### src/rtl/pbb_pkg.sv
// Shared types, constants and helpers of the primitive bounding box block.
// Used by pbb_box, pbb_cordic, pbb_sqrt and primitive_bounding_box; depends on nothing.
package pbb_pkg;

  localparam int PW       = 36;
  localparam int CW       = 33;
  localparam int ATAN_LEN = 30;

  localparam logic [2:0] KIND_CLEAR   = 3'd0;
  localparam logic [2:0] KIND_POINT   = 3'd1;
  localparam logic [2:0] KIND_SEGMENT = 3'd2;
  localparam logic [2:0] KIND_CIRCLE  = 3'd3;
  localparam logic [2:0] KIND_ELLIPSE = 3'd4;
  localparam logic [2:0] KIND_ARC     = 3'd5;

  localparam longint PI_Q            = 64'sd3373259426;
  localparam longint HALF_PI_Q       = 64'sd1686629713;
  localparam longint TWO_PI_Q        = 64'sd6746518852;
  localparam longint THREE_HALF_PI_Q = 64'sd5059889139;
  localparam longint GAIN_Q          = 64'sd652032874;

  localparam longint ATAN_Q30 [ATAN_LEN] = '{
    64'h3243F6A8, 64'h1DAC6705, 64'h0FADBAFC, 64'h07F56EA6, 64'h03FEAB76,
    64'h01FFD55B, 64'h00FFFAAA, 64'h007FFF55, 64'h003FFFEA, 64'h001FFFFD,
    64'h000FFFFF, 64'h0007FFFF, 64'h0003FFFF, 64'h0001FFFF, 64'h0000FFFF,
    64'h00007FFF, 64'h00003FFF, 64'h00001FFF, 64'h00000FFF, 64'h000007FF,
    64'h000003FF, 64'h000001FF, 64'h000000FF, 64'h0000007F, 64'h0000003F,
    64'h0000001F, 64'h0000000F, 64'h00000008, 64'h00000004, 64'h00000002
  };

  typedef struct packed {
    logic                 clear;
    logic                 add;
    logic signed [PW-1:0] px;
    logic signed [PW-1:0] py;
  } box_cmd_t;

  typedef struct packed {
    logic               has_points;
    logic signed [31:0] low_x;
    logic signed [31:0] low_y;
    logic signed [31:0] high_x;
    logic signed [31:0] high_y;
  } box_state_t;

  function automatic logic signed [31:0] sat32(input logic signed [PW-1:0] v);
    logic signed [31:0] r;
    if (v > 36'sh07FFFFFFF) begin
      r = 32'sh7FFFFFFF;
    end else if (v < -36'sh080000000) begin
      r = 32'sh80000000;
    end else begin
      r = v[31:0];
    end
    return r;
  endfunction

endpackage

### src/rtl/pbb_box.sv
// Box accumulator: saturates one point a cycle and widens the box with it.
// Depends on pbb_pkg.
module pbb_box import pbb_pkg::*; (
  input  logic       clk,
  input  logic       rst,
  input  box_cmd_t   cmd,
  output box_state_t box
);

  logic signed [31:0] sx, sy;

  assign sx = sat32(cmd.px);
  assign sy = sat32(cmd.py);

  always_ff @(posedge clk) begin
    if (rst || cmd.clear) begin
      box <= '0;
    end else if (cmd.add) begin
      if (!box.has_points) begin
        box.has_points <= 1'b1;
        box.low_x      <= sx;
        box.high_x     <= sx;
        box.low_y      <= sy;
        box.high_y     <= sy;
      end else begin
        if (sx < box.low_x)  box.low_x  <= sx;
        if (sx > box.high_x) box.high_x <= sx;
        if (sy < box.low_y)  box.low_y  <= sy;
        if (sy > box.high_y) box.high_y <= sy;
      end
    end
  end

endmodule

### config.mk
export PLATFORM = sky130hd
export DESIGN_NAME = pbb_box
export DESIGN_NICKNAME = d
export VERILOG_FILES = /design/src/rtl/pbb_pkg.sv /design/src/rtl/pbb_box.sv
export SDC_FILE = /design/constraint.sdc
export NUM_CORES = 1
export LEC_CHECK = 0
export ABC_AREA = 1
export CAP_MARGIN = 20
export CORE_UTILIZATION = 43
export DETAILED_ROUTE_END_ITERATION = 6
export DONT_BUFFER_PORTS = 1
export PLACE_DENSITY = 0.69
export SYNTH_ARGS = -nofsm -noshare
export SYNTH_HDL_FRONTEND = slang
export SYNTH_SLANG_ARGS = --single-unit
### constraint.sdc
create_clock -name clk -period 3.6 [get_ports clk]
set_input_delay 0.18 -clock clk [delete_from_list [all_inputs] [get_ports clk]]
set_output_delay 0.18 -clock clk [all_outputs]
set_load 0.02 [all_outputs]
# Word-level counts from Yosys, hierarchy flattened
# Index checks and enable logic that the tools add are counted.
[totals]
elab_cells = 31
out_inout_bits = 129
regBits = 129
in_bits = 76
[classes]
n_lt_le_gt_ge = 8
n_reduce_logical = 5
muxes = 9
n_eq_ne = 4
[ops]
columns = ["operator", "n"]
rows = [
  ["$mux 32", 8],
  ["$mux 128", 1],
  ["$gt 36x32->1 const B", 2],
  ["$lt 36x32->1 const B", 2],
  ["$gt 32x32->1", 2],
  ["$lt 32x32->1", 2],
  ["$ne 2x1->1 const B", 4],
  ["$reduce_and 2->1", 4],
  ["$logic_or 1x1->1", 1],
]

# Longest topological paths before layout
[logic_depth]
ltp_word = 6
depth_mapped = 25
mapped_depth_nobuf = 23

# Least setup slack after synthesis
# No wires, ideal clock.
[synth_path]
kind = "input-to-reg"
startpoint = "input cmd[32] (netlist bit)"
endpoint = "register box[0] (netlist bit)"
setup_slack_ns = 0.911
path_stages = 22
required_ns = 3.484
setup_time_ns = 0.116
arrival_time_ns = 2.573
path_buffers = 3
cell_sequence = "nor2_1 > nand3b_1 > nand2_1 > inv_1 > clkbuf_1 > o21ai_0 > inv_1 > ha_1 > nand4_1 > nor3_2 > nor4b_2 > nand2_1 > nand2_1 > nand2_1 > nand3_1 > nand2_1 > nand2_2 > buf_6 > inv_6 > buf_6 > nor2_1 > nor2_1"
[synth_via]
elab_chain_len = 6
elab_cells_between_ends = 9
classes_between = "order compare: 3; eq/ne: 1; mux: 4; reduce/logical: 1"
[synth_rtl]
columns = ["item", "line", "source"]
rows = [
  ["start: declaration", "pbb_box.sv:6", "input box_cmd_t cmd,"],
  ["$lt 36x32->1", "pbb_pkg.sv:50", "end else if (v < -36'sh080000000) begin"],
  ["$mux 32", "pbb_pkg.sv:50", ""],
  ["$mux 32 *", "pbb_pkg.sv:48", "if (v > 36'sh07FFFFFFF) begin"],
  ["net sy[30]", "pbb_box.sv:10", "logic signed [31:0] sx, sy;"],
  ["$gt 32x32->1 *", "pbb_box.sv:29", "if (sy > box.high_y) box.high_y <= sy;"],
  ["$ne 2x1->1 (no source line) *", "--", ""],
  ["$reduce_and 2->1 (no source line) *", "--", ""],
  ["end: declaration", "pbb_box.sv:7", "output box_state_t box"],
]
# Mark *: on every way through the listed nets, which the timed path passes. The rest lies on a longest branch. The select of a mux whose other input is x is not followed.
# A chain may end at the register's enable or synchronous reset.

# Final worst setup path
[layout_path]
startpoint = "input cmd[32] (netlist bit)"
endpoint = "register box[65] (netlist bit)"
[layout_via]
elab_chain_len = 6
elab_cells_between_ends = 9
classes_between = "order compare: 3; eq/ne: 1; mux: 4; reduce/logical: 1"
[layout_rtl]
columns = ["item", "line", "source"]
rows = [
  ["$lt 36x32->1", "pbb_pkg.sv:50", ""],
  ["$mux 32", "pbb_pkg.sv:50", ""],
  ["$mux 32 *", "pbb_pkg.sv:48", ""],
  ["net sy[30]", "pbb_box.sv:10", ""],
  ["$lt 32x32->1 *", "pbb_box.sv:28", "if (sy < box.low_y) box.low_y <= sy;"],
  ["$ne 2x1->1 (no source line) *", "--", ""],
  ["$reduce_and 2->1 (no source line) *", "--", ""],
]
# Marked as above.

==> results.md <==
- Final setup vio count: 0
- Largest Register: box
- Tcrit/Tclk final: 0.920
- Crit path cell chain: nor2_1 -> nand3b_1 -> nand2_1 -> inv_1 -> buf_4 -> o21ai_0 -> inv_1 -> ha_1 -> nand4_1 -> nor3_1 -> nor4b_2 -> nand2_1 -> nand2_1 -> nand2_1 -> nand3_4 -> buf_4 -> nand3_1 -> nand2_1 -> nor2_1
- Kind of start point of the critical path: input pin
- Worst Hold End: box[127]$_SDFFE_PP0P_
- Worst reg2reg startpoint: box[95]$_SDFFE_PP0P_
- Worst Path Buf+Inv: 4
- Vias: 7975
- Crit path time final: 3.31 ns
- Post-synth EDFFs: 0
- WL/cell: 15.7 microns
- Hold depth: 4
- Seq/Total Area, Yosys: 0.295
- Max-cap violations: 0
- Post-Synthesis Cells: 1275
- Design Power: 4330 uW
- Number of port buffers: 0
- Clock Sink Count: 129
- Hold Vio Cnt, Final: 0
- GRT overflow: 0
- CTS Root Cell: clkbuf_16
- Syn Area/Cell: 6.86 sq um
- Critical Path Fanout Max: 34
- Row count: 51
- Syn_nets: 1477
- Num CTS Buffers: 17
- IO Pins: 205
- Largest net degree at the start of global routing: 106
- CP Data Arrival Time: 3.63 ns
- CP Capture Type: flip-flop
- Placed Cells: 1498
- Area delta synth->final: 9.61%
- Hold path startpoint: cmd[71]
- CP Class: input pin to flip-flop
- DP Wirelength: 17500 microns
- Clock latency on the worst-skew pair: 0.43 ns
- Comb pwr share: 0.190
- R2R Setup Slk: 0.50 ns
- Share of cells above drive strength 1: 0.0520
- Max clock buf depth: 2
- Int Power: 2990 uW
- Stages on the worst setup path: 19
- Top Family by Delay on Critical Path: simple AND/OR/NAND/NOR gates
- Vias per cell: 5.19
- Chip height: 145 microns
- Sw Pwr: 1340 uW
- Yosys reg bits: 129
- Final Instance Area: 9590 sq um
- Highest-count cells in the layout ignoring fill and taps: nand2_1 (230), inv_1 (209), a21oi_1 (151), nor2_1 (141), dfxtp_1 (129)
- DRC viols: 0
- Synth cell types: 35
- Floorplan die width: 145 microns
- Fraction of registers with async set/reset: 0
- Layout Utilization: 0.486
- Part of the power in registers: 0.378
- Starting Density: 0.444
- Setup tns final: 0 ns
- Top cell by count, worst path: nand2_1
- Reg2reg end: box[65]$_SDFFE_PP0P_
- Status: completed
- Post-Syn Area: 8750 sq um
- HP Class: input pin to flip-flop
- Syn. warnings: 0
- Vias in the first global route: 7541
- Core area: 19700 sq um
- Most used flip-flop cell after synthesis: dfxtp_1
- CP max-delay cell: buf_4
- Max reg flops: 129
- P per Cell Area: 452 nW/um^2
- Initial antenna violation count: 4
- Most common cell after layout, fill and taps aside: nand2_1
- CTS clock-pin slew for the worst setup and hold paths: 0.06 ns
- Final Skew: 0.0104 ns
- Routability-driven placement congestion ratio: 0.856
- Post-route ant nets: 0
- Initial detailed-routing violation count: 400
- Die area: 20900 sq um
- # H-tree levels: 4
- Final nets: 1458
- Placed cell areas: 8890 sq um
- Slew Limit Fails: 0
- Fmax: 302 MHz
- DR pass1 iterations: 5
- Relative slew slack: 0.278
- CTS tree: yes
- CP startpoint: cmd[32]
- Req. time, crit path: 3.92 ns
- Largest registers: box: 129 flops
- R2R depth: 13
- Switching Share: 0.308
- First-pass GRT wire length: 38100 microns
- Pleak: 0.00429 uW
- Drt total wl: 24200 microns
- Clock share of power: 0.432
- GRT Util Overall: 0.237
- Peak VDD IR: 0.358 mV
- Tightest Pin Transition: 1.08 ns
- Slowest Stage Delay on Critical Path: 0.39 ns
- Finished Layout Cells: 1538
## metrics by stage
step           hold WS (ns)  setup WS [ns]
6_report             0.0445          0.289
2_1_floorplan         0.344          0.911
3_5_place_dp          0.336         -0.144
4_1_cts              0.0307          0.293
3_3_place_gp          0.331        -0.0765
5_1_grt              0.0842        -0.0171
## power groups by stage
stage	logic (uW)	registers, uW	clock network, uW
detailed placement	793	1670	0
CTS	824	1640	1890
global route	961	1650	1950
floorplan	649	1640	0
global placement	774	1670	0
finish	822	1640	1870
## cell families after synthesis
kind of cell	Yosys count	share of synthesized area
flops	129	0.295
compound gates	279	0.169
fa+ha+maj	126	0.180
simple gates	470	0.226
buf+inv	271	0.129
## how the worst max path moves through the flow
| stage | to |
|---|---|
| detailed placement | box[66]$_SDFFE_PP0P_ |
| global route | box[77]$_SDFFE_PP0P_ |
| finish | box[65]$_SDFFE_PP0P_ |
| global placement | box[68]$_SDFFE_PP0P_ |
| CTS | box[65]$_SDFFE_PP0P_ |
| floorplan | box[0]$_SDFFE_PP0P_ |
## synthesized netlist by cell type, types with 11 or more instances
library cell | number | area share
buf_1 | 11 | 0.0047
buf_2 | 11 | 0.0063
dfxtp_1 | 129 | 0.30
ha_1 | 126 | 0.18
nand2_1 | 230 | 0.099
nand3_1 | 66 | 0.038
clkbuf_1 | 23 | 0.0099
inv_1 | 209 | 0.090
nor2_1 | 142 | 0.061
a21oi_1 | 151 | 0.086
o21ai_0 | 103 | 0.059
## worst min-delay path, cell delays in order
cell	delay, ns
inv_1	0.05
nand3_1	0.08
nand2_1	0.05
nor2_1	0.07
## repair_timing
item	CTS	global route
endpoints found under the hold margin	55	0
hold buffers	4	0
gates resized for setup	0	1
setup buffers	0	0
setup endpoints to repair	0	18
## metal layers
metal	GRT usage	part of all wire
met1	0.252	0.41
met2	0.420	0.48
met3	0.0967	0.091
met4	0.0792	0.017
met5	0	0.00054
## cell type report
cell class	instances	area, sq um
Sequential cell	129	2580
Clock buffer	23	468
Antenna cell	4	10.0
Multi-Input combinational cell	875	5050
Tap cell	265	332
Clock inverter	9	155
Fill cell	1974	10100
Timing Repair Buffer	23	200
Inverter	210	793
(Power assumes the default switching activity.)
