<file path="src/rtl/pbb_pkg.sv">
// Shared types, constants and helpers of the primitive bounding box block.
// Used by pbb_box, pbb_cordic, pbb_sqrt and primitive_bounding_box; depends on nothing.
package pbb_pkg;

  localparam int PW       = 36;
  localparam int CW       = 33;
  localparam int ATAN_LEN = 30;

  localparam logic [2:0] KIND_CLEAR   = 3'd0;
  localparam logic [2:0] KIND_POINT   = 3'd1;
  localparam logic [2:0] KIND_SEGMENT = 3'd2;
  localparam logic [2:0] KIND_CIRCLE  = 3'd3;
  localparam logic [2:0] KIND_ELLIPSE = 3'd4;
  localparam logic [2:0] KIND_ARC     = 3'd5;

  localparam longint PI_Q            = 64'sd3373259426;
  localparam longint HALF_PI_Q       = 64'sd1686629713;
  localparam longint TWO_PI_Q        = 64'sd6746518852;
  localparam longint THREE_HALF_PI_Q = 64'sd5059889139;
  localparam longint GAIN_Q          = 64'sd652032874;

  localparam longint ATAN_Q30 [ATAN_LEN] = '{
    64'h3243F6A8, 64'h1DAC6705, 64'h0FADBAFC, 64'h07F56EA6, 64'h03FEAB76,
    64'h01FFD55B, 64'h00FFFAAA, 64'h007FFF55, 64'h003FFFEA, 64'h001FFFFD,
    64'h000FFFFF, 64'h0007FFFF, 64'h0003FFFF, 64'h0001FFFF, 64'h0000FFFF,
    64'h00007FFF, 64'h00003FFF, 64'h00001FFF, 64'h00000FFF, 64'h000007FF,
    64'h000003FF, 64'h000001FF, 64'h000000FF, 64'h0000007F, 64'h0000003F,
    64'h0000001F, 64'h0000000F, 64'h00000008, 64'h00000004, 64'h00000002
  };

  typedef struct packed {
    logic                 clear;
    logic                 add;
    logic signed [PW-1:0] px;
    logic signed [PW-1:0] py;
  } box_cmd_t;

  typedef struct packed {
    logic               has_points;
    logic signed [31:0] low_x;
    logic signed [31:0] low_y;
    logic signed [31:0] high_x;
    logic signed [31:0] high_y;
  } box_state_t;

  function automatic logic signed [31:0] sat32(input logic signed [PW-1:0] v);
    logic signed [31:0] r;
    if (v > 36'sh07FFFFFFF) begin
      r = 32'sh7FFFFFFF;
    end else if (v < -36'sh080000000) begin
      r = 32'sh80000000;
    end else begin
      r = v[31:0];
    end
    return r;
  endfunction

endpackage

</file>
<file path="src/rtl/pbb_sqrt.sv">
// Restoring square root, one result bit a cycle, rounded to nearest.
// Depends on pbb_pkg for the root width.
module pbb_sqrt import pbb_pkg::*; (
  input  logic          clk,
  input  logic          rst,
  input  logic          start,
  input  logic [63:0]   radicand,
  output logic          done,
  output logic [CW-1:0] root
);

  typedef enum logic [1:0] {Q_IDLE, Q_RUN, Q_FIN} qstate_t;

  qstate_t     state;
  logic [63:0] rem, res, bitv, trial;
  logic [4:0]  k;

  assign bitv  = 64'd1 << {k, 1'b0};
  assign trial = res + bitv;
  assign root  = res[CW-1:0];

  always_ff @(posedge clk) begin
    if (rst) begin
      state <= Q_IDLE;
      done  <= 1'b0;
    end else begin
      done <= (state == Q_FIN);
      case (state)
        Q_IDLE: begin
          if (start) begin
            rem   <= radicand;
            res   <= '0;
            k     <= 5'd31;
            state <= Q_RUN;
          end
        end
        Q_RUN: begin
          if (rem >= trial) begin
            rem <= rem - trial;
            res <= (res >> 1) + bitv;
          end else begin
            res <= res >> 1;
          end
          if (k == 5'd0) begin
            state <= Q_FIN;
          end else begin
            k <= k - 5'd1;
          end
        end
        Q_FIN: begin
          if (rem > res) res <= res + 64'd1;
          state <= Q_IDLE;
        end
        default: state <= Q_IDLE;
      endcase
    end
  end

endmodule

</file>
<file path="config.mk">
export PLATFORM = sky130hd
export DESIGN_NAME = pbb_sqrt
export DESIGN_NICKNAME = d
export VERILOG_FILES = /design/src/rtl/pbb_pkg.sv /design/src/rtl/pbb_sqrt.sv
export SDC_FILE = /design/constraint.sdc
export NUM_CORES = 1
export LEC_CHECK = 0
export BUFFER_PORTS_ARGS = -buffer_cell sky130_fd_sc_hd__buf_2
export CAP_MARGIN = 20
export CORE_MARGIN = 2
export CORE_UTILIZATION = 50
export CTS_CLUSTER_DIAMETER = 50
export DETAILED_ROUTE_END_ITERATION = 7
export PLACE_DENSITY = 0.7
export SLEW_MARGIN = 20
export SYNTH_ARGS = -nofsm -noshare
export SYNTH_HDL_FRONTEND = slang
export SYNTH_SLANG_ARGS = --single-unit
</file>
<file path="constraint.sdc">
create_clock -name clk -period 7.8 [get_ports clk]
set_input_delay 2.34 -clock clk [delete_from_list [all_inputs] [get_ports clk]]
set_output_delay 2.34 -clock clk [all_outputs]
set_load 0.03 [all_outputs]
</file>
## Word level (Yosys, flattened, before mapping)

Index checks and enable logic that the tools add are counted.

- Equality and inequality tests: 7
- Order comparisons: 2
- Add/sub/neg operators: 5
- Mux-type cells: 13
- Shifts and indexed selects: 1
- Bitwise logic cells: 1
- Reductions and logical operators: 8

Operators by type and width:

| operator | count |
|---|---|
| $mux 64 | 5 |
| $pmux 64 s3 | 1 |
| $pmux 64 s2 | 1 |
| $add 63x64->64 | 1 |
| $add 64x1->64 const B | 1 |
| $add 64x64->64 | 1 |
| $ge 64x64->1 | 1 |
| $gt 64x64->1 | 1 |
| $shl 1x6->64 const A | 1 |
| $sub 64x64->64 | 1 |
| $reduce_and 4->1 | 3 |
| $mux 5 | 2 |
| $pmux 5 s2 | 1 |
| $ne 2x2->1 const B | 4 |
| $logic_not 5->1 | 1 |
| $sub 5x1->5 const B | 1 |
| $mux 2 | 2 |
| $pmux 2 s2 | 1 |
| $reduce_bool 3->1 | 1 |
| $eq 2x1->1 const B | 1 |
| $eq 2x2->1 const B | 1 |
| $logic_not 2->1 | 1 |
| $ne 2x1->1 const B | 1 |
| $reduce_and 2->1 | 1 |
| 2 further kinds | 2 |

- Bits in registers: 136
- Bits of input ports: 67

## Depth between registers and ports, before layout

- Depth after elaboration: 5
- Mapped depth: 30

## Least setup slack after synthesis

OpenSTA, ideal clock, no wires.

- Path kind: reg-to-reg
- Start: register k[3]
- End: register rem[0], enable pin
- Data arrival time: 7.912 ns
- Stages on the path, launching flop included: 28
- Library setup time: 0.486 ns
- Setup slack: -0.598 ns
- Clock period less this slack: 8.398 ns
- Path buffers: 4
- Cell sequence: edfxtp_1 buf_6 or2_2 clkbuf_1 nor2_1 ha_1 a31oi_1 a211o_1 a211oi_2 o22ai_1 o31a_1 a21oi_2 a41oi_1 o31a_1 o41ai_2 xnor2_1 ha_1 clkbuf_1 a21oi_1 o21ai_0 inv_1 o221ai_1 a211oi_1 nor2_1 a31o_2 buf_2 nor2_1 nor2_1

- Cells in the longest elaborated chain, start to end: 5

Ends and longest elaborated chain:

| item | RTL line | RTL |
|---|---|---|
| start, declared | pbb_sqrt.sv:16 | `logic [4:0] k;` |
| start signal, assigned | pbb_sqrt.sv:47 | `k <= k - 5'd1;` |
| $shl 1x6->64 | pbb_sqrt.sv:18 | `assign bitv = 64'd1 << {k, 1'b0};` |
| $add 64x64->64 | pbb_sqrt.sv:19 | `assign trial = res + bitv;` |
| $ge 64x64->1 | pbb_sqrt.sv:38 | `if (rem >= trial) begin` |
| $ne 2x2->1 (no line) | n/a |  |
| $reduce_and 4->1 (no line) | n/a |  |
| end signal, assigned | pbb_sqrt.sv:31 | `rem <= radicand;` |
| end signal, assigned | pbb_sqrt.sv:39 | `rem <= rem - trial;` |
| end, declared | pbb_sqrt.sv:15 | `logic [63:0] rem, res, bitv, trial;` |

No other way between the ends.
A chain may end at the register's enable or synchronous reset.

## Worst setup path after layout

- Start: register k[3]
- End: register res[59] (data pin)

- Cells in the longest elaborated chain, start to end: 5
- Elaborated cells on any way between the ends: 6
- Those cells by class: add/sub (2); order compare (1); shift (1); mux (2)

Ends and longest elaborated chain:

| item | RTL line | RTL |
|---|---|---|
| $shl 1x6->64 * | pbb_sqrt.sv:18 |  |
| $add 64x64->64 | pbb_sqrt.sv:19 |  |
| $ge 64x64->1 | pbb_sqrt.sv:38 |  |
| $mux 64 * | pbb_sqrt.sv:38 |  |
| $pmux 64 s3 * | pbb_sqrt.sv:28 | `case (state)` |
| end signal, assigned | pbb_sqrt.sv:40 | `res <= (res >> 1) + bitv;` |
| end signal, assigned | pbb_sqrt.sv:42 | `res <= res >> 1;` |
| end signal, assigned | pbb_sqrt.sv:51 | `if (rem > res) res <= res + 64'd1;` |
| end, declared | pbb_sqrt.sv:15 |  |

Every way passes the cells marked *; elsewhere a longest branch is shown, timed or not.

==> results.yml <==
sta:
  holdWs_ns: 0.566
  setup_tns_ns: 0
  finalSetupViolCount: 0
  hold_viol: 0
  max_freq_mhz: 133
  maxSlewViolCount: 0
  worstMarginPinSlew_ns: 1.02
  min_period_ns: 7.53
  fin_crit_sh_pct: 96.6
  rsz0062_at_grt: "false"
  max_slew_margin_pct: 31.7
  skew_ns: 0.0147
clocking:
  cts_max_path_buffers: 2
  post_cts_buffers: 0
  cts_hold_buf: 0
  numClockSinks: 136
  clk_pin_slew_ns: 0.07
  cts-root-buf: "clkbuf_16"
  cts_tree: "built"
  h-tree-depth: 4
  numCtsBuffers: 17
  clock_latency_ns: 0.46
drt:
  drtIter0Drc: 2105
  dr_total_vias: 18200
  firstDrtPassIters: 6
  detail-route-antenna-nets: 0
  wire_per_inst_um: 23.5
  routed_wl_um: 64700
  vias_per_cell: 6.60
  drc_errors: 0
critical_path:
  start_kind: "flip-flop"
  r2r_cells: 23
  r2r_end: "res[59]"
  r2r_start: "k[3]"
  rrSetupSlack_ns: 0.27
  crit_required_ns: 8.01
  crit_path_max_incr_delay_ns: 0.67
  critPathKind: "flip-flop to flip-flop"
  worst-path-max-fanout: 36
  end_kind: "flip-flop"
  cp-endpoint: "res[59]"
  startpoint: "k[3]"
  cp_slowest_cell: "or4_1"
  cp.arrival_ns: 7.75
  timing.critical_path.cells: "or2_2 -> nor2_1 -> ha_1 -> a31oi_1 -> a211o_1 -> a211oi_2 -> o22ai_1 -> o31a_1 -> a21oi_2 -> a41oi_1 -> o31a_1 -> xnor2_1 -> ha_1 -> a21o_1 -> a21o_1 -> a221oi_1 -> o21ai_0 -> or4_1 -> a31o_2 -> buf_12 -> nand2_1 -> nor3_1 -> a211o_1"
logic_synthesis:
  ys_types: 80
  yosys-top-cells-area: "edfxtp_1, ha_1, xnor2_1, a21oi_1, nand2_1"
  synth_ff_type: "edfxtp_1"
  yosysSeqAreaShare_pct: 22.2
  synth.cell_area_mm2: 0.0183
  synth.most_common_cell: "nand2_1"
  synth_top_area_share_pct: 21.9
  synthTopCellsByCount: "nand2_1, ha_1, xnor2_1"
  ys_seq_elements: 136
  yosysWarnings: 0
  avgSynthCellArea_um2: 8.03
  syn_inst: 2276
  synth_edf_count: 133
  yosys.area.top_type: "edfxtp_1"
  async_flop_share_pct: 0
  syn_nets: 2544
hold_path:
  hold_start: "state[1]"
  hold_class: "flip-flop to flip-flop"
global_route:
  grt_pass1_vias: 17100
  grt_max_degree: 65
  grt_pass1_wl_um: 100000
  antenna_found_initial: 0
  track_usage_pct: 33.7
  overflow: 0
pwr:
  power_leakage_nw: 7.55
  ir_worst_vdd_uv: 163
  power_density_mw_per_mm2: 152
finish:
  n_fill_cell: 3465
  areaGrowthSynthToFinish_pct: 7.11
  drive_gt1_share_pct: 11.4
  layout.nets: 2542
  antenna_cells: 0
  post-route-util_pct: 54.0
flow_run:
  maxCapViolations: 0
floorplanning:
  fp.dieW_um: 195
  die_h_um: 195
  io_pins: 101
  rows: 70
  start_util_pct: 50.4
  core_mm2: 0.0363
  die-area_mm2: 0.0381
place:
  dp_hpwl_um: 51200
  gp_congestion: 0.975
  numPortBuffers: 100
outcome:
  status: "completed"
[worst min-delay path by stage]
stage                     slack, ns  cells after the start       end
final                          0.57                      2  state[1]
after floorplan                0.52                      2  state[1]
after detailed placement       0.56                      2  state[1]
after global placement         0.57                      2  state[1]
after CTS                      0.56                      2  state[1]
after global routing           0.63                      2  state[1]
[per-layer routing]
layer  GRT usage (%)  up-vias  part of all wire [%]
li1                -     8425                     -
met1            47.4     8730                    44
met2            52.1      894                    44
met3            5.60      124                   8.7
met4            11.8        0                   3.4
met5               0        -                     0
[per-stage QoR]
| stage | setup WS (ns) | std cells | total power, mW | cell area (um^2) |
|---|---|---|---|---|
| 2_1_floorplan | 0.472 | 2276 | 1.74 | 18300 |
| 3_3_place_gp | 0.632 | 2723 | 2.03 | 18900 |
| 3_5_place_dp | 0.456 | 2723 | 2.05 | 18900 |
| 4_1_cts | 0.403 | 2755 | 2.95 | 19600 |
| 5_1_grt | 0.0423 | 2755 | 3.11 | 19600 |
| 6_report | 0.266 | 2755 | 2.97 | 19600 |
[sequential cells by signal (all words and copies together), names as in the netlist]
name,count
done,1
k,5
rem,64
res,64
state,2
[cells by family after synthesis]
group / after synthesis / synth area share [%]
AOI/OAI and AO/OA: 646 / 22.8
xor gates and xnor gates: 235 / 11.3
adders and majority gates: 204 / 14.0
buffers and inverters: 256 / 6.05
DFF: 136 / 22.2
muxes: 68 / 4.11
and+or+nand+nor: 731 / 19.6
[worst max-delay path: cells and delay by family (launching register included)]
| family | cells | cell delay, ns |
|---|---|---|
| compound gates | 14 | 4.03 |
| xor+xnor | 1 | 0.15 |
| fa+ha+maj | 2 | 0.58 |
| buf+inv | 1 | 0.20 |
| flops | 1 | 0.54 |
| simple gates | 5 | 1.79 |
[timing repair]
item,in CTS,in global routing
endpoints found under the setup margin,0,20
hold endpoints to repair,0,0
resized for setup,0,2
[report_power, final]
part	switching (mW)	leakage (nW)	total [mW]	internal (mW)
registers	0.0932	1.29	0.976	0.883
logic	0.657	5.96	1.09	0.433
clock network	0.365	0.302	0.906	0.541
total	1.11	7.55	2.97	1.86
[layout by cell type, fill, tap and decap left out, types with 6 or more instances in the layout]
| master | n |
|---|---|
| a31oi_1 | 65 |
| and3_1 | 18 |
| buf_2 | 100 |
| xnor2_1 | 184 |
| nand2b_1 | 25 |
| nor4_1 | 14 |
| a32oi_1 | 10 |
| xor2_1 | 51 |
| o21a_1 | 18 |
| and2_1 | 15 |
| and4_1 | 13 |
| a21o_1 | 74 |
| o32ai_1 | 6 |
| o31a_1 | 10 |
| nand4_1 | 91 |
| or4_1 | 8 |
| a21oi_1 | 163 |
| or3_1 | 17 |
| o31ai_1 | 15 |
| a31o_2 | 18 |
| edfxtp_1 | 133 |
| o22ai_1 | 41 |
| o221ai_1 | 6 |
| ha_1 | 199 |
| or2_2 | 12 |
| nor3_1 | 47 |
| o21ai_0 | 115 |
| o21bai_1 | 24 |
| nor2_1 | 180 |
| mux2i_1 | 12 |
| a211oi_1 | 13 |
| nor2b_1 | 19 |
| nand3_1 | 55 |
| clkbuf_16 | 17 |
| o211ai_1 | 9 |
| nand2_1 | 200 |
| buf_4 | 26 |
| mux2_2 | 56 |
| inv_1 | 103 |
[layout make-up]
type	count	area, um^2	area share [%]
multi-input combinational	1884	13200	67.3
sequential	136	4050	20.7
timing repair buffer	128	736	3.76
tap	468	586	2.99
clock buffer	19	443	2.26
inverter	107	402	2.05
clock inverter	13	178	0.908
No activity file was read; power rests on OpenSTA's default activity.
