`config.mk`:
```
export PLATFORM = sky130hd
export DESIGN_NAME = pbb_cordic
export DESIGN_NICKNAME = d
export VERILOG_FILES = /design/src/rtl/pbb_pkg.sv /design/src/rtl/pbb_cordic.sv
export SDC_FILE = /design/constraint.sdc
export NUM_CORES = 1
export LEC_CHECK = 0
export ABC_AREA = 1
export BUFFER_PORTS_ARGS = -buffer_cell sky130_fd_sc_hd__buf_2
export CAP_MARGIN = 20
export CORE_ASPECT_RATIO = 0.8
export CORE_UTILIZATION = 40
export CTS_CLUSTER_SIZE = 16
export DETAILED_ROUTE_END_ITERATION = 10
export PLACE_DENSITY_LB_ADDON = 0.12
export SETUP_SLACK_MARGIN = 0.4
export SLEW_MARGIN = 20
export SYNTH_ARGS = -nofsm -noshare
export SYNTH_HDL_FRONTEND = slang
export SYNTH_SLANG_ARGS = --single-unit
```
`constraint.sdc`:
```
create_clock -name clk -period 5.3 [get_ports clk]
set_input_delay 1.06 -clock clk [delete_from_list [all_inputs] [get_ports clk]]
set_output_delay 1.06 -clock clk [all_outputs]
set_load 0.02 [all_outputs]
```
`src/rtl/pbb_pkg.sv`:
```
// Shared types, constants and helpers of the primitive bounding box block.
// Used by pbb_box, pbb_cordic, pbb_sqrt and primitive_bounding_box; depends on nothing.
package pbb_pkg;

  localparam int PW       = 36;
  localparam int CW       = 33;
  localparam int ATAN_LEN = 30;

  localparam logic [2:0] KIND_CLEAR   = 3'd0;
  localparam logic [2:0] KIND_POINT   = 3'd1;
  localparam logic [2:0] KIND_SEGMENT = 3'd2;
  localparam logic [2:0] KIND_CIRCLE  = 3'd3;
  localparam logic [2:0] KIND_ELLIPSE = 3'd4;
  localparam logic [2:0] KIND_ARC     = 3'd5;

  localparam longint PI_Q            = 64'sd3373259426;
  localparam longint HALF_PI_Q       = 64'sd1686629713;
  localparam longint TWO_PI_Q        = 64'sd6746518852;
  localparam longint THREE_HALF_PI_Q = 64'sd5059889139;
  localparam longint GAIN_Q          = 64'sd652032874;

  localparam longint ATAN_Q30 [ATAN_LEN] = '{
    64'h3243F6A8, 64'h1DAC6705, 64'h0FADBAFC, 64'h07F56EA6, 64'h03FEAB76,
    64'h01FFD55B, 64'h00FFFAAA, 64'h007FFF55, 64'h003FFFEA, 64'h001FFFFD,
    64'h000FFFFF, 64'h0007FFFF, 64'h0003FFFF, 64'h0001FFFF, 64'h0000FFFF,
    64'h00007FFF, 64'h00003FFF, 64'h00001FFF, 64'h00000FFF, 64'h000007FF,
    64'h000003FF, 64'h000001FF, 64'h000000FF, 64'h0000007F, 64'h0000003F,
    64'h0000001F, 64'h0000000F, 64'h00000008, 64'h00000004, 64'h00000002
  };

  typedef struct packed {
    logic                 clear;
    logic                 add;
    logic signed [PW-1:0] px;
    logic signed [PW-1:0] py;
  } box_cmd_t;

  typedef struct packed {
    logic               has_points;
    logic signed [31:0] low_x;
    logic signed [31:0] low_y;
    logic signed [31:0] high_x;
    logic signed [31:0] high_y;
  } box_state_t;

  function automatic logic signed [31:0] sat32(input logic signed [PW-1:0] v);
    logic signed [31:0] r;
    if (v > 36'sh07FFFFFFF) begin
      r = 32'sh7FFFFFFF;
    end else if (v < -36'sh080000000) begin
      r = 32'sh80000000;
    end else begin
      r = v[31:0];
    end
    return r;
  endfunction

endpackage

```
`src/rtl/pbb_cordic.sv`:
```
// Iterative CORDIC in rotation mode: angle reduction, then one micro-rotation a cycle.
// Depends on pbb_pkg for the arctangent table and angle constants.
module pbb_cordic import pbb_pkg::*; #(
  parameter int AW    = 35,
  parameter int STEPS = 20
) (
  input  logic                 clk,
  input  logic                 rst,
  input  logic                 start,
  input  logic signed [AW-1:0] angle,
  output logic                 done,
  output logic signed [CW-1:0] cos_o,
  output logic signed [CW-1:0] sin_o
);

  localparam int NSTEP = (STEPS < ATAN_LEN) ? STEPS : ATAN_LEN;
  localparam logic [4:0] LAST = 5'(NSTEP - 1);
  localparam logic signed [AW-1:0] PI_A   = AW'(PI_Q);
  localparam logic signed [AW-1:0] HALF_A = AW'(HALF_PI_Q);
  localparam logic signed [AW-1:0] TWO_A  = AW'(TWO_PI_Q);
  localparam logic signed [CW-1:0] GAIN_C = CW'(GAIN_Q);

  typedef enum logic [2:0] {C_IDLE, C_MOD, C_WRAP, C_FOLD, C_ITER} cstate_t;

  cstate_t              state;
  logic signed [AW-1:0] z;
  logic signed [CW-1:0] x, y;
  logic                 flip;
  logic [4:0]           i;

  assign cos_o = flip ? -x : x;
  assign sin_o = flip ? -y : y;

  always_ff @(posedge clk) begin
    if (rst) begin
      state <= C_IDLE;
      done  <= 1'b0;
      flip  <= 1'b0;
    end else begin
      done <= (state == C_ITER) && (i == LAST);
      case (state)
        C_IDLE: begin
          if (start) begin
            z     <= angle;
            flip  <= 1'b0;
            state <= C_MOD;
          end
        end
        C_MOD: begin
          if (z >= TWO_A) begin
            z <= z - TWO_A;
          end else if (z <= -TWO_A) begin
            z <= z + TWO_A;
          end else begin
            state <= C_WRAP;
          end
        end
        C_WRAP: begin
          if (z > PI_A) begin
            z <= z - TWO_A;
          end else if (z < -PI_A) begin
            z <= z + TWO_A;
          end
          state <= C_FOLD;
        end
        C_FOLD: begin
          if (z > HALF_A) begin
            z    <= z - PI_A;
            flip <= 1'b1;
          end else if (z < -HALF_A) begin
            z    <= z + PI_A;
            flip <= 1'b1;
          end
          x     <= GAIN_C;
          y     <= '0;
          i     <= '0;
          state <= C_ITER;
        end
        C_ITER: begin
          if (!z[AW-1]) begin
            x <= x - (y >>> i);
            y <= y + (x >>> i);
            z <= z - AW'(ATAN_Q30[i]);
          end else begin
            x <= x + (y >>> i);
            y <= y - (x >>> i);
            z <= z + AW'(ATAN_Q30[i]);
          end
          i <= i + 5'd1;
          if (i == LAST) begin
            state <= C_IDLE;
          end
        end
        default: state <= C_IDLE;
      endcase
    end
  end

endmodule

```
== After elaboration in Yosys (flattened, before gate mapping) ==
Memory sizes are Yosys's and may differ from the RTL's.
Cells that the tools add are included.
Storage, ports and cells
  register bits after elaboration: 111
  bits in read-only memories: 2048
  input port bits: 38
  memories kept: 1
Operators by class
  add/sub/neg operators: 13
  bitwise logic cells: 2
  magnitude comparators: 7
  shift operators: 2
  reduce and logical (&&, ||, !) cells: 9
  eq/ne operators: 12
  multiplexer cells: 27
Memories
  (no name shown): words 32, bits a word 64, rd ports 1, clocked after memory_dff 0, write ports 0, RTL line pbb_cordic.sv:87  | z <= z + AW'(ATAN_Q30[i]);
Operators by type and width (count)
  $mux 35: 10
  $pmux 35 s5: 1
  $mux 33: 4
  $pmux 33 s2: 2
  $add 33x33->33: 2
  $neg 33->33: 2
  $sshr 33x5->33: 2
  $sub 33x33->33: 2
  $add 35x33->35 const B: 1
  $add 35x34->35 const B: 1
  $add 35x35->35: 1
  $ge 35x34->1 const B: 1
  $gt 35x32->1 const B: 1
  $gt 35x33->1 const B: 1
  $le 35x34->1 const B: 1
  $lt 35x32->1 const B: 1
  $lt 35x33->1 const B: 1
  $sub 35x33->35 const B: 1
  $sub 35x34->35 const B: 1
  $sub 35x35->35: 1
  $pmux 3 s5: 1
  $mux 3: 4
  $pmux 5 s2: 1
  $ne 3x3->1 const B: 3
  20 further kinds: 26

== Depth between registers and ports, before layout ==
  word-level depth: 7
  depth in mapped cells: 35
  mapped depth without buffers: 33

== Worst setup path before layout ==
No wires, ideal clock.
  path type: input to register
  from: input port rst
  to: register i[0] (enable)
  data arrival time: 4015 ps
  setup time: 501 ps
  data required time: 4799 ps
  path buffers: 0
  setup slack: 784 ps
  stages on the path: 1
  cell sequence: nor2_1
On the way
  longest elaborated chain between the ends: 2
RTL lines
  from (decl): RTL line pbb_cordic.sv:8  | input logic rst,
  $not 1->1 (no source line)
  $reduce_and 2->1 (no source line)
  to (signal assigned): RTL line pbb_cordic.sv:89  | i <= i + 5'd1;
  to (decl): RTL line pbb_cordic.sv:29  | logic [4:0] i;
Every way passes these cells.
A chain may end at the register's enable or synchronous reset.

== Final worst setup path ==
  from: register i[1]
  to: register y[27] (data pin)
On the way
  longest elaborated chain between the ends: 4
  elaborated cells on any way between the ends: 5
  those cells by class: add/sub (2); shift (1); mux (2)
RTL lines
  $sshr 33x5->33 (*): RTL line pbb_cordic.sv:82, pbb_cordic.sv:86
  $add 33x33->33 / $sub 33x33->33 (equally long branches): RTL line pbb_cordic.sv:82, pbb_cordic.sv:86
  $mux 33 (*): RTL line pbb_cordic.sv:80  | if (!z[AW-1]) begin
  $pmux 33 s2 (*): RTL line pbb_cordic.sv:41  | case (state)
  to (signal assigned): RTL line pbb_cordic.sv:82  | y <= y + (x >>> i);
  to (signal assigned): RTL line pbb_cordic.sv:86  | y <= y - (x >>> i);
  to (decl): RTL line pbb_cordic.sv:27  | logic signed [CW-1:0] x, y;
Every way passes the cells marked *; elsewhere a longest branch is shown, timed or not.

==> impl_metrics.py <==
metrics = {
    "final_layout": {
        "seq_area_um2": 3284,
        "fill_cells": 6472,
        "final_cell_mix": "nand2_1, nand3_1, nor2_1",
        "stdcell_area_um2": 26870,
        "drive_gt1_share_pct": 13.12,
        "diodes": 0,
        "layout_commonest_cell": "nand2_1",
        "fin_util_pct": 45.83,
        "syn_to_final_growth_pct": 12.21,
        "multi_input_area_um2": 18670,
        "fin_nets": 4456,
    },
    "critical_path": {
        "path_buf_inv": 4,
        "start_kind": "flop",
        "crit_top_cell": "nand2_1",
        "critPathRequiredTime_ns": 5.47,
        "worstPathArrival_ns": 4.92,
        "slowest_delay_ns": 0.50,
        "cp_max_fo": 34,
        "crit_slowest_cell": "edfxtp_1",
        "crit_family": "simple AND/OR/NAND/NOR gates",
        "worstSetupPathType": "reg -> reg",
        "critPathCaptureType": "flop",
    },
    "detailed_routing": {
        "wl_per_cell_um": 22.09,
        "ant_nets": 0,
        "drc": 0,
        "dr.pass1.iters": 6,
        "vias": 29244,
        "finalWirelength_mm": 112.0,
        "drt_iter0_drc": 3961,
        "viasPerCell": 5.770,
    },
    "global_route": {
        "grt_overflow": 0,
        "antenna_found_initial": 3,
        "grt_pass1_wl_mm": 163.4,
        "grt_max_degree": 72,
        "track_usage_pct": 35.57,
        "first_global_vias": 25741,
    },
    "logic_synthesis": {
        "synth.top_cell.area_share_pct": 19.33,
        "synthDistinctLibCells": 73,
        "synth_area_leaders": "nand2_1, edfxtp_1, nand3_1, xor2_1, nor2_1",
        "ys_ff_latch": 111,
        "yosysSeqAreaShare_pct": 13.71,
        "syn_nets": 4360,
        "synthSimpleGateAreaFrac_pct": 45.98,
        "synth_top_area_cell": "nand2_1",
        "synth_top_family_by_area": "simple AND/OR/NAND/NOR gates",
        "async_reset_ff_share_pct": 0,
        "synthXorXnorAreaFrac_pct": 8.194,
        "synth-edff-count": 106,
        "netlist_instances": 4198,
        "yosys_warnings": 0,
        "synth_compound_area_share_pct": 14.75,
        "synth.avg_cell_area_um2": 5.703,
        "syn_area_um2": 23940,
        "yosys.area_share.adder_pct": 6.574,
        "post_synth_mux_area_share_pct": 0,
        "synth-main-ff-cell": "edfxtp_1",
    },
    "power_and_ir_drop": {
        "power.switching_mw": 4.703,
        "power_mw": 7.983,
        "power_frac_seq_pct": 16.7,
        "clkPwrFrac_pct": 10.8,
        "p_per_area_nw_per_um2": 297.1,
        "vdd_drop_max_mv": 0.1951,
        "sw_frac_of_total_pct": 58.92,
        "p_int_mw": 3.279,
        "comb_power_share_pct": 72.5,
        "leakage_nw": 12.69,
    },
    "timing": {
        "fin_setup_tns_ns": 0,
        "hold_viol": 0,
        "skew_ns": 0.02702,
        "rsz0062_at_grt": "yes",
        "setup_viol": 0,
        "post-route-period-util_pct": 89.57,
        "worst_slew_pin_slew_ns": 1.145,
        "relSlewSlack_pct": 22.89,
        "post-route-min-period_ns": 4.747,
        "max_freq_mhz": 210.6,
        "slew_viol_final": 0,
    },
    "place": {
        "dpl-instance-area_um2": 25610,
        "dpl.hpwl_mm": 89.58,
        "port_buffers": 104,
        "gp_congestion": 1.056,
    },
    "floorplanning": {
        "ios": 105,
        "start_util_pct": 40.85,
        "coreArea_um2": 58620,
        "die_w_um": 275.5,
        "fp.dieH_um": 220.8,
        "rows": 79,
        "dieArea_um2": 60840,
    },
    "clocking": {
        "clk_path_buf_depth": 2,
        "tritoncts": "done",
        "hold_buffers": 0,
        "clk_latency_ns": 0.43,
        "htree_num_levels": 3,
        "cts.sinks": 111,
        "numCtsBuffers": 9,
        "root_buffer": "clkbuf_16",
        "clk_pin_slew_ns": 0.10,
    },
    "outcome": {
        "outcome": "completed",
    },
    "hold_path": {
        "hold_path_class": "reg -> reg",
    },
    "job": {
        "drv_cap": 0,
    },
}
[registers in the layout, summed over array words and instances (netlist names)]
name and flops:
done 1, flip 1, i 5, state 3
x 33, y 33, z 35
[per-stage QoR]
| stage | std cells | hold WS (ns) | setup slack [ns] |
|---|---|---|---|
| after CTS | 5041 | 0.6230 | 0.4171 |
| after detailed placement | 5025 | 0.5999 | 0.2774 |
| after global routing | 5068 | 0.6595 | 0.3023 |
| after floorplan | 4198 | 0.5553 | 0.7840 |
| after global placement | 5025 | 0.6006 | 0.3040 |
| final | 5068 | 0.6182 | 0.5528 |
[kinds of logic (layout without fill, tap and decap cells)]
logic type               Yosys count  in the layout
flip-flops                       111            111
XOR/XNOR                         224            224
AND/OR/NAND/NOR                 2495           2495
AO/OA/AOI/OAI                    626            626
adder cells (fa/ha/maj)          124            124
buffers and inverters            618            719
[repair_timing]
item	4_1_cts	5_1_grt
endpoints found under the setup margin	7	61
resized for setup	5	184
gates cloned	0	4
setup buffers	0	23
pin swaps	0	41
[power groups by stage]
stage	Combinational [mW]	Clock (mW)	Sequential (mW)
floorplan	3.73	0	1.17
global placement	5.28	0	1.34
detailed placement	5.25	0	1.34
CTS	5.28	0.873	1.32
global route	6.29	0.889	1.34
finish	5.79	0.863	1.33
[cell usage after synthesis, types with 7 or more instances]
library cell  instances
a211oi_1              7
nor3_1               59
buf_4                28
buf_6                11
buf_1                17
clkbuf_1             60
nand3_1             541
o21a_1                9
nand2_1            1233
a21oi_1             222
o21ai_0             223
xnor2_1              41
nor4_1               25
nand3b_1             20
nor2_4                9
o21ai_1              32
a221oi_1             10
nand3_2              24
or2_2                12
inv_1               396
buf_2                57
a21o_1                9
clkinv_1             10
nor3_2                8
nor2_1              421
a31oi_1              32
o21bai_1             10
nand2_2              35
a21boi_0              7
edfxtp_1            106
ha_1                121
xor2_1              183
nand4_1              69
nor2_2               12
inv_2                37
o211ai_1             26
[cell type report]
cell class	instances	area share (%)
Multi-Input combinational cell	3469	69.51
Sequential cell	111	12.23
Tap cell	769	3.581
Clock inverter	7	0.3213
Clock buffer	9	0.8383
Timing Repair Buffer	258	7.275
Inverter	445	6.250
[metal layers]
metal / vias up / routed length, um / global-route usage (%)
li1: 14134 / - / -
met1: 13518 / 55540 / 57.74
met2: 1510 / 39730 / 43.11
met3: 78 / 15190 / 12.47
met4: 4 / 1330 / 5.347
met5: - / 179 / 1.994
[path summary, 6_finish.rpt]
path | from | endpoint | slack [ns] | cells after the start
worst min register to register | state[0] | state[0] | 0.62 | 3
worst max register to register | i[1] | y[27] | 0.55 | 25
worst min-delay path | state[0] | state[0] | 0.62 | 3
worst max-delay path | i[1] | y[27] | 0.55 | 25
[tightest hold or removal path, stage by stage (launching register included)]
cell     delay, ns
dfxtp_1       0.33
nor2_1        0.14
o21ai_1       0.09
inv_1         0.04
Note: power is estimated with default switching activity, not from simulation.
